`config.mk`:
```
export PLATFORM = sky130hd
export DESIGN_NAME = owner_tracked_counting_semaphore_top
export DESIGN_NICKNAME = d
export VERILOG_FILES = /design/src/rtl/core/otcs_pkg.sv /design/src/rtl/core/otcs_ram.sv /design/src/rtl/core/otcs_ctrl.sv /design/src/rtl/core/otcs_dp.sv /design/src/rtl/core/owner_tracked_counting_semaphore_top.sv
export SDC_FILE = /design/constraint.sdc
export NUM_CORES = 1
export LEC_CHECK = 0
export ABC_AREA = 1
export ABC_CLOCK_PERIOD_IN_PS = 16300
export BUFFER_PORTS_ARGS = -buffer_cell sky130_fd_sc_hd__buf_4
export CORE_MARGIN = 10
export CORE_UTILIZATION = 30
export DETAILED_ROUTE_END_ITERATION = 7
export SYNTH_ARGS = -nofsm -noshare
export SYNTH_HDL_FRONTEND = slang
export SYNTH_SLANG_ARGS = --single-unit
export TNS_END_PERCENT = 20
```
`constraint.sdc`:
```
create_clock -name clk -period 16.3 [get_ports clk]
set_input_delay 1.63 -clock clk [delete_from_list [all_inputs] [get_ports clk]]
set_output_delay 1.63 -clock clk [all_outputs]
set_load 0.02 [all_outputs]
```
`src/rtl/core/otcs_pkg.sv`:
```
// Package for the owner-tracked counting semaphore.
// Holds opcodes, status codes, the default table depth and controller/datapath types.
// No dependencies.
package otcs_pkg;

    localparam int OTCS_SLOTS = 16;

    localparam int OP_W     = 2;
    localparam int OWNER_W  = 16;
    localparam int UNITS_W  = 16;
    localparam int STATUS_W = 3;
    localparam int DEATH_W  = 32;

    typedef enum logic [OP_W-1:0] {
        OP_ACQUIRE  = 2'd0,
        OP_RELEASE  = 2'd1,
        OP_DOWN     = 2'd2,
        OP_RESERVED = 2'd3
    } otcs_op_t;

    typedef enum logic [STATUS_W-1:0] {
        ST_OK           = 3'd0,
        ST_FULL         = 3'd1,
        ST_NOT_FOUND    = 3'd2,
        ST_TABLE_FULL   = 3'd3,
        ST_OVER_RELEASE = 3'd4
    } otcs_status_t;

    typedef struct packed {
        logic load;
        logic scan;
        logic decide;
    } otcs_cmd_t;

    typedef struct packed {
        logic scan_last;
    } otcs_sts_t;

endpackage

```
`src/rtl/core/otcs_ram.sv`:
```
// Generic single-write, single-read RAM with registered read data.
// No dependencies.
module otcs_ram #(
    parameter int WIDTH = 32,
    parameter int DEPTH = 16,
    parameter int AW    = (DEPTH > 1) ? $clog2(DEPTH) : 1
) (
    input  logic             clk,
    input  logic             we,
    input  logic [AW-1:0]    waddr,
    input  logic [WIDTH-1:0] wdata,
    input  logic [AW-1:0]    raddr,
    output logic [WIDTH-1:0] rdata
);

    logic [WIDTH-1:0] mem [DEPTH];
    logic [WIDTH-1:0] rdata_reg;

    always_ff @(posedge clk)
    begin
        if (we)
        begin
            mem[waddr] <= wdata;
        end
        rdata_reg <= mem[raddr];
    end

    assign rdata = rdata_reg;

endmodule

```
`src/rtl/core/otcs_ctrl.sv`:
```
// Controller for the owner-tracked counting semaphore.
// Sequences load, table scan, drain and decide; depends on otcs_pkg.
module otcs_ctrl
    import otcs_pkg::*;
(
    input  logic       clk,
    input  logic       rst_n,
    input  logic       start,
    input  otcs_sts_t  sts,
    output otcs_cmd_t  cmd,
    output logic       busy
);

    typedef enum logic [1:0] {
        S_IDLE,
        S_SCAN,
        S_DRAIN,
        S_DECIDE
    } state_t;

    state_t state_reg, state_next;
    logic   busy_reg, busy_next;

    always_comb
    begin
        state_next = state_reg;
        busy_next  = busy_reg;
        unique case (state_reg)
            S_IDLE:
            begin
                if (start)
                begin
                    state_next = S_SCAN;
                    busy_next  = 1'b1;
                end
            end
            S_SCAN:
            begin
                if (sts.scan_last)
                begin
                    state_next = S_DRAIN;
                end
            end
            S_DRAIN:
            begin
                state_next = S_DECIDE;
            end
            S_DECIDE:
            begin
                state_next = S_IDLE;
                busy_next  = 1'b0;
            end
            default:
            begin
                state_next = S_IDLE;
                busy_next  = 1'b0;
            end
        endcase
    end

    always_ff @(posedge clk or negedge rst_n)
    begin
        if (!rst_n)
        begin
            state_reg <= S_IDLE;
            busy_reg  <= 1'b0;
        end
        else
        begin
            state_reg <= state_next;
            busy_reg  <= busy_next;
        end
    end

    assign cmd.load   = (state_reg == S_IDLE) && start;
    assign cmd.scan   = (state_reg == S_SCAN);
    assign cmd.decide = (state_reg == S_DECIDE);
    assign busy       = busy_reg;

    a_busy_track: assert property (@(posedge clk) disable iff (!rst_n)
        busy_reg == (state_reg != S_IDLE))
        else $error("busy out of step with controller state");

    a_scan_exit: assert property (@(posedge clk) disable iff (!rst_n)
        (state_reg == S_SCAN) && sts.scan_last |=> (state_reg == S_DRAIN))
        else $error("scan did not end on last slot");

    a_load_start: assert property (@(posedge clk) disable iff (!rst_n)
        cmd.load |=> (state_reg == S_SCAN) && busy_reg)
        else $error("transfer accepted without starting scan");

endmodule

```
`src/rtl/core/otcs_dp.sv`:
```
// Datapath for the owner-tracked counting semaphore: counters, valid bits, scan and update.
// Depends on otcs_pkg and otcs_ram.
module otcs_dp
    import otcs_pkg::*;
#(
    parameter int OWNER_SLOTS = OTCS_SLOTS
) (
    input  logic                clk,
    input  logic                rst_n,
    input  otcs_cmd_t           cmd,
    output otcs_sts_t           sts,
    input  logic                capacity_limit_we,
    input  logic [UNITS_W-1:0]  capacity_limit,
    input  logic [OP_W-1:0]     opcode,
    input  logic [OWNER_W-1:0]  owner_id,
    input  logic [UNITS_W-1:0]  units,
    output logic                done,
    output logic [STATUS_W-1:0] status,
    output logic [UNITS_W-1:0]  total_held,
    output logic [DEATH_W-1:0]  deaths_seen
);

    localparam int IW = (OWNER_SLOTS > 1) ? $clog2(OWNER_SLOTS) : 1;
    localparam int EW = OWNER_W + UNITS_W;

    // item registers
    logic [OP_W-1:0]    op_reg;
    logic [OWNER_W-1:0] owner_reg;
    logic [UNITS_W-1:0] units_reg;

    // control state
    logic [UNITS_W-1:0]     cap_reg;
    logic [UNITS_W-1:0]     total_reg, total_next;
    logic [DEATH_W-1:0]     death_reg, death_next;
    logic [OWNER_SLOTS-1:0] valid_reg, valid_next;
    logic [IW-1:0]          scan_reg;
    logic                   cmp_live_reg;
    logic [IW-1:0]          cmp_idx_reg;
    logic                   hit_reg;
    logic [IW-1:0]          hit_slot_reg;
    logic [UNITS_W-1:0]     held_reg;
    logic                   free_reg;
    logic [IW-1:0]          free_slot_reg;
    logic                   done_reg;
    logic [STATUS_W-1:0]    status_reg, status_next;

    // table
    logic               ram_we;
    logic [IW-1:0]      ram_waddr;
    logic [EW-1:0]      ram_wdata;
    logic [EW-1:0]      ram_rdata;
    logic [OWNER_W-1:0] rd_owner;
    logic [UNITS_W-1:0] rd_units;
    logic               match;

    otcs_ram #(
        .WIDTH (EW),
        .DEPTH (OWNER_SLOTS),
        .AW    (IW)
    ) u_table (
        .clk   (clk),
        .we    (ram_we),
        .waddr (ram_waddr),
        .wdata (ram_wdata),
        .raddr (scan_reg),
        .rdata (ram_rdata)
    );

    assign rd_owner      = ram_rdata[EW-1:UNITS_W];
    assign rd_units      = ram_rdata[UNITS_W-1:0];
    assign match         = cmp_live_reg && valid_reg[cmp_idx_reg] && !hit_reg
                           && (rd_owner == owner_reg);
    assign sts.scan_last = (scan_reg == IW'(OWNER_SLOTS - 1));

    // decide
    always_comb
    begin
        logic [UNITS_W:0] sum_w;
        sum_w       = {1'b0, total_reg} + {1'b0, units_reg};
        total_next  = total_reg;
        death_next  = death_reg;
        valid_next  = valid_reg;
        status_next = ST_OK;
        ram_we      = 1'b0;
        ram_waddr   = hit_slot_reg;
        ram_wdata   = {owner_reg, held_reg + units_reg};
        case (op_reg)
            OP_ACQUIRE:
            begin
                if (units_reg == '0)
                begin
                    status_next = ST_OK;
                end
                else if (sum_w > {1'b0, cap_reg})
                begin
                    status_next = ST_FULL;
                end
                else if (hit_reg)
                begin
                    ram_we     = 1'b1;
                    total_next = sum_w[UNITS_W-1:0];
                end
                else if (free_reg)
                begin
                    ram_we                    = 1'b1;
                    ram_waddr                 = free_slot_reg;
                    ram_wdata                 = {owner_reg, units_reg};
                    valid_next[free_slot_reg] = 1'b1;
                    total_next                = sum_w[UNITS_W-1:0];
                end
                else
                begin
                    status_next = ST_TABLE_FULL;
                end
            end
            OP_RELEASE:
            begin
                if (units_reg == '0)
                begin
                    status_next = ST_OK;
                end
                else if (!hit_reg)
                begin
                    status_next = ST_NOT_FOUND;
                end
                else if (units_reg > held_reg)
                begin
                    status_next = ST_OVER_RELEASE;
                end
                else
                begin
                    ram_we     = 1'b1;
                    ram_wdata  = {owner_reg, held_reg - units_reg};
                    total_next = total_reg - units_reg;
                    if (held_reg == units_reg)
                    begin
                        valid_next[hit_slot_reg] = 1'b0;
                    end
                end
            end
            OP_DOWN:
            begin
                if (hit_reg)
                begin
                    total_next = (held_reg > total_reg) ? '0 : (total_reg - held_reg);
                    valid_next[hit_slot_reg] = 1'b0;
                end
                death_next = death_reg + 1'b1;
            end
            default:
            begin
                status_next = ST_OK;
            end
        endcase
        if (!cmd.decide)
        begin
            ram_we     = 1'b0;
            total_next = total_reg;
            death_next = death_reg;
            valid_next = valid_reg;
        end
    end

    always_ff @(posedge clk or negedge rst_n)
    begin
        if (!rst_n)
        begin
            cap_reg      <= '0;
            total_reg    <= '0;
            death_reg    <= '0;
            valid_reg    <= '0;
            scan_reg     <= '0;
            cmp_live_reg <= 1'b0;
            hit_reg      <= 1'b0;
            free_reg     <= 1'b0;
            done_reg     <= 1'b0;
            status_reg   <= ST_OK;
        end
        else
        begin
            if (capacity_limit_we)
            begin
                cap_reg <= capacity_limit;
            end
            total_reg    <= total_next;
            death_reg    <= death_next;
            valid_reg    <= valid_next;
            cmp_live_reg <= cmd.scan;
            done_reg     <= cmd.decide;
            if (cmd.decide)
            begin
                status_reg <= status_next;
            end
            if (cmd.load)
            begin
                scan_reg <= '0;
                hit_reg  <= 1'b0;
                free_reg <= 1'b0;
            end
            else
            begin
                if (cmd.scan && !sts.scan_last)
                begin
                    scan_reg <= scan_reg + 1'b1;
                end
                if (match)
                begin
                    hit_reg <= 1'b1;
                end
                if (cmd.scan && !free_reg && !valid_reg[scan_reg])
                begin
                    free_reg <= 1'b1;
                end
            end
        end
    end

    // payload capture
    always_ff @(posedge clk)
    begin
        if (cmd.load)
        begin
            op_reg    <= opcode;
            owner_reg <= owner_id;
            units_reg <= units;
        end
        cmp_idx_reg <= scan_reg;
        if (match)
        begin
            hit_slot_reg <= cmp_idx_reg;
            held_reg     <= rd_units;
        end
        if (cmd.scan && !free_reg && !valid_reg[scan_reg])
        begin
            free_slot_reg <= scan_reg;
        end
    end

    assign done        = done_reg;
    assign status      = status_reg;
    assign total_held  = total_reg;
    assign deaths_seen = death_reg;

    a_done_follows: assert property (@(posedge clk) disable iff (!rst_n)
        cmd.decide |=> done_reg)
        else $error("result strobe missing after decide");

    a_status_range: assert property (@(posedge clk) disable iff (!rst_n)
        done_reg |-> (status_reg <= ST_OVER_RELEASE))
        else $error("status code out of range");

    a_death_step: assert property (@(posedge clk) disable iff (!rst_n)
        cmd.decide && (op_reg == OP_DOWN) |=> death_reg == $past(death_reg) + 1'b1)
        else $error("death count did not advance");

    a_quiet_total: assert property (@(posedge clk) disable iff (!rst_n)
        !cmd.decide |=> $stable(total_reg) && $stable(valid_reg))
        else $error("state changed outside decide");

endmodule

```
`src/rtl/core/owner_tracked_counting_semaphore_top.sv`:
```
// Top level of the owner-tracked counting semaphore.
// Depends on otcs_pkg, otcs_ctrl, otcs_dp and otcs_ram.
//
// Usage:
//   Commands: drive opcode, owner_id and units with start high; the transfer
//   is taken at a clock edge where busy is low. busy rises on the next cycle
//   and stays high while the owner table is scanned.
//   Results: done is high for one cycle with status, total_held and
//   deaths_seen valid. The receiver cannot stall; the result is taken then.
//   Sequence: the accepting edge starts the scan, which reads one table slot per
//   cycle from the owner RAM, followed by a drain state and a decide state;
//   done is registered from the decide state.
//   Back-to-back: a new command may be accepted in the cycle done is high;
//   none is taken while busy is high.
//   Configuration: capacity_limit is written when capacity_limit_we is high;
//   write only while idle.
//   Reset: table empty, capacity 0, total and death count zero; the owner RAM
//   is not cleared, as only slots marked valid can match.
module owner_tracked_counting_semaphore_top
    import otcs_pkg::*;
#(
    parameter int OWNER_SLOTS = OTCS_SLOTS
) (
    input  logic                clk,
    input  logic                rst_n,
    input  logic                start,
    output logic                busy,
    input  logic [OP_W-1:0]     opcode,
    input  logic [OWNER_W-1:0]  owner_id,
    input  logic [UNITS_W-1:0]  units,
    input  logic                capacity_limit_we,
    input  logic [UNITS_W-1:0]  capacity_limit,
    output logic                done,
    output logic [STATUS_W-1:0] status,
    output logic [UNITS_W-1:0]  total_held,
    output logic [DEATH_W-1:0]  deaths_seen
);

    otcs_cmd_t cmd;
    otcs_sts_t sts;

    otcs_ctrl u_ctrl (
        .clk   (clk),
        .rst_n (rst_n),
        .start (start),
        .sts   (sts),
        .cmd   (cmd),
        .busy  (busy)
    );

    otcs_dp #(
        .OWNER_SLOTS (OWNER_SLOTS)
    ) u_dp (
        .clk               (clk),
        .rst_n             (rst_n),
        .cmd               (cmd),
        .sts               (sts),
        .capacity_limit_we (capacity_limit_we),
        .capacity_limit    (capacity_limit),
        .opcode            (opcode),
        .owner_id          (owner_id),
        .units             (units),
        .done              (done),
        .status            (status),
        .total_held        (total_held),
        .deaths_seen       (deaths_seen)
    );

endmodule
```
==> run summary <==
The number of antenna-violating nets in the routed design came out at 0. The wire length after detailed routing came out at 85,100 um. The critical path is of the flop to flop type. The die covers 121,000 um^2.

In this run the worst setup path begins at u_dp.units_reg[1]. CTS placed an instance of clkbuf_16 at the clock tree root. TritonCTS built the clock tree.

The horizontal die dimension came out at 347 um. The final period utilization is 36.0%. The final-layout setup total negative slack is 0 ps. The post-detailed-route wirelength per cell is around 19 um.

The buffer depth of the longest clock path is 3. Entering global routing, the biggest net connects 101 pins. The number of hold-slack violations in the final timing report is 0. The number of cell rows is 120.

In the global route stage, overall resource usage came out at between 10% and 20%. For this run the aggregate overflow at the end of global routing stands at 0. The critical hold path startpoint is u_dp.u_table.rdata[5].

The count of clock tree sinks is 700. The most numerous cell type found on the critical path is nand2_1. The clock insertion delay at the later pin of the skew report is 640 ps.

Summed over all instances, the cell type with the most area after synthesis is edfxtp_1. The mapped netlist covers 32,100 um^2. Dividing total power by cell area gives a power density of 164 nW/um^2. The average cell area after synthesis is between 10 and 15 um^2. The worst path needs 5870 ps of the cycle, external delays included. The share of Yosys cell area claimed by the top area cell type is 53.3%. The number of max-slew violations in the final report is 0. The worst setup path is launched from a flop. The reported net switching power came out at 2.30 mW. The maximum fanout along the worst path came out at 21. The relative contribution of sequential cells to total power is between 30 and 40%. The number of synthesized register bits came out at 700. The core region is ~110,000 um^2.

The largest stage delay on the critical path came out at 640 ps. The number of buffers inserted during clock tree synthesis came out at 73. In this run the worst hold path is classified as flop to flop.

During synthesis, Yosys emitted a total of 0 warnings. The worst register-to-register path begins at u_dp.units_reg[1]. In the layout the commonest cells are edfxtp_1, o21ai_0, nor2_1. The number of setup buffers added after CTS came out at 0.

Detailed placement finished with a half-perimeter wire length of 52,900 um. The relative contribution of combinational cells to total power is between 30 and 40%. The residual DRC count came out at 0. After technology mapping, the gate count stands at 2,957.

The data required time at the worst endpoint came out at about 17,000 ps. The final non-filler cell total came out at 4,494. The number of DRC violations after detailed-routing iteration 0 came out at 2,003. The hold buffer count at CTS came out at 0. The clock power share came out at a little over a quarter. Measured on the finished design, the core utilization comes to 34.6%. The count of input and output buffers came out at 106.

The leakage component of the power is approximately 14 nW. Of the synthesized area, sequential elements account for 62.8%. The data arrival time of the worst path is 6160 ps. The flow ran to the end, and the final reports show no timing, DRC or antenna violations. The layout overhead on the synthesized area is 14.8%. The routed via count came out at around 23,000. Clock-pin slew was measured on the worst setup and hold paths at about 60 ps. The initial core utilization is between 30% and 40%. The worst-case vdd ir drop came out at ~90 uV.

In the final layout, the multi-input gates occupy 10,700 um^2. The number of global-route vias before repair came out at 21,800. Measured along the y axis, the die boundary spans 347 um. The max-capacitance violation count came out at 0. The wire length of the first global-routing pass is ~130,000 um. Headroom to the max-slew limit came out at about 28%. The layout filler cell count came out at 10,600. The worst hold slack came out at 399 ps. The sort of element at the end of the critical path is a flop. Setup repair after global routing left no endpoint under its margin. The fraction of layout instances using a drive strength above 1 came out at 10.3%. After synthesis, the cell types taking the most area are edfxtp_1, dfrtp_1, o21ai_0, nor2_1, nand2_1.

The fmax is 170 MHz. The flip-flop count of the largest register after layout is slightly above 500. During I/O placement, the number of pins put on the boundary was 107. The number of setup violations in the final report is 0.

The area taken by flip-flops and latches is 20,200 um^2. The via-per-instance ratio is 5.01. The standard cell with the maximum stage delay on the critical path is nor2_4.

The measured slew at the worst slew-check pin is 1070 ps. The deepest level of the CTS H-tree is 3. Internal power comes to 3.76 mW.

Post-CTS repair changed the size of 0 cells. Yosys mapped the design onto 58 distinct sky130hd cell types. The first-pass iteration count of the detailed router is 5. The net count reported at finish came out at 3,195. The total nets after synthesis came out at 3,120.

The final worst clock skew came out at around 35 ps. Leaving out fill and tap cells, the most frequent cell in the layout is edfxtp_1. The power after layout came out at 6.06 mW.

The antenna diode instance count is 0. The number of antenna violations at the first check in global routing came to 2. The switching portion of total power came out at 38.0%. Once placement completed, the tool counted placed cells totaling 4,360. The final estimated routing congestion in global placement is 0.890.
cells by family after synthesis:
kind of cell | after synthesis | synth area share [%]
xor gates and xnor gates | 70 | 1.91
buffers and inverters | 353 | 4.24
muxes | 4 | 0.132
AOI/OAI and AO/OA | 764 | 14.2
adders and majority gates | 109 | 4.36
and+or+nand+nor | 957 | 12.4
DFF | 700 | 62.8
worst paths after layout:
| check | endpoint | slack [ps] | cells past startpoint |
|---|---|---|---|
| setup reg to reg | u_dp.u_table.mem[12][21] | 10430 | 30 |
| hold / removal | u_dp.held_reg[5] | 400 | 0 |
| hold reg to reg | u_dp.held_reg[5] | 400 | 0 |
| min in group asynchronous | u_dp.cap_reg[1] | 920 | 1 |
| setup / recovery | u_dp.u_table.mem[12][21] | 10430 | 30 |
| max in group asynchronous | u_dp.scan_reg[0] | 14050 | 2 |
synth_stat cells, drive strengths merged:
library cell / count
mux2i: 2
a21o: 10
ha: 104
nor3b: 1
nand3b: 4
a21boi: 5
o22ai: 51
or2: 13
o21a: 5
o21bai: 4
o31ai: 3
a31oi: 4
buf: 27
o311ai: 2
o221ai: 96
o21ai: 410
mux2: 2
nor3: 24
inv: 205
o211ai: 44
nand4: 21
xnor2: 15
a31o: 4
fa: 5
xor2: 55
a21oi: 112
clkbuf: 118
nand3: 119
clkinv: 3
a221oi: 2
dfrtp: 94
a22oi: 3
nand2: 366
dfxtp: 36
nor4: 8
o41ai: 1
and2: 3
edfxtp: 570
a211oi: 8
nor2: 398
worst max-delay path: cells and delay by family, from the launching register on:
kind                     cells  cell delay (ps)
AO/OA/AOI/OAI                2              400
XOR/XNOR                     1              100
adder cells (fa/ha/maj)      2              610
buffers and inverters        4              980
flip-flops                   1              540
AND/OR/NAND/NOR             21             2860
metal layers:
layer  part of all wire (%)  global-route usage [%]
met4                    2.1                    3.75
met2                     46                    22.1
met1                     46                    18.7
met3                    5.6                    2.25
met5                  0.020                       0
final cells by class:
class	count	area share [%]
clock buffers	101	5.49
clock inverters	33	0.912
inverters	208	2.13
multi-input cells	1904	29.0
flip-flops and latches	700	54.7
well taps	1403	4.76
repair buffers	145	2.95
power by group through the flow:
stage	registers [mW]	logic, mW	clock network (mW)
after detailed placement	2.40	2.02	0
after CTS	2.37	2.03	1.69
after floorplan	2.33	1.42	0
after global routing	2.39	2.28	1.76
after global placement	2.40	2.00	0
final	2.37	2.03	1.66
metrics by stage:
stage / setup WS [ps] / instance area (um^2)
2_1_floorplan: 11000 / 32100
3_3_place_gp: 10510 / 34500
3_5_place_dp: 10420 / 34500
4_1_cts: 10390 / 36900
5_1_grt: 9830 / 36900
6_report: 10430 / 36900
Note: power is estimated with default switching activity, not from simulation.
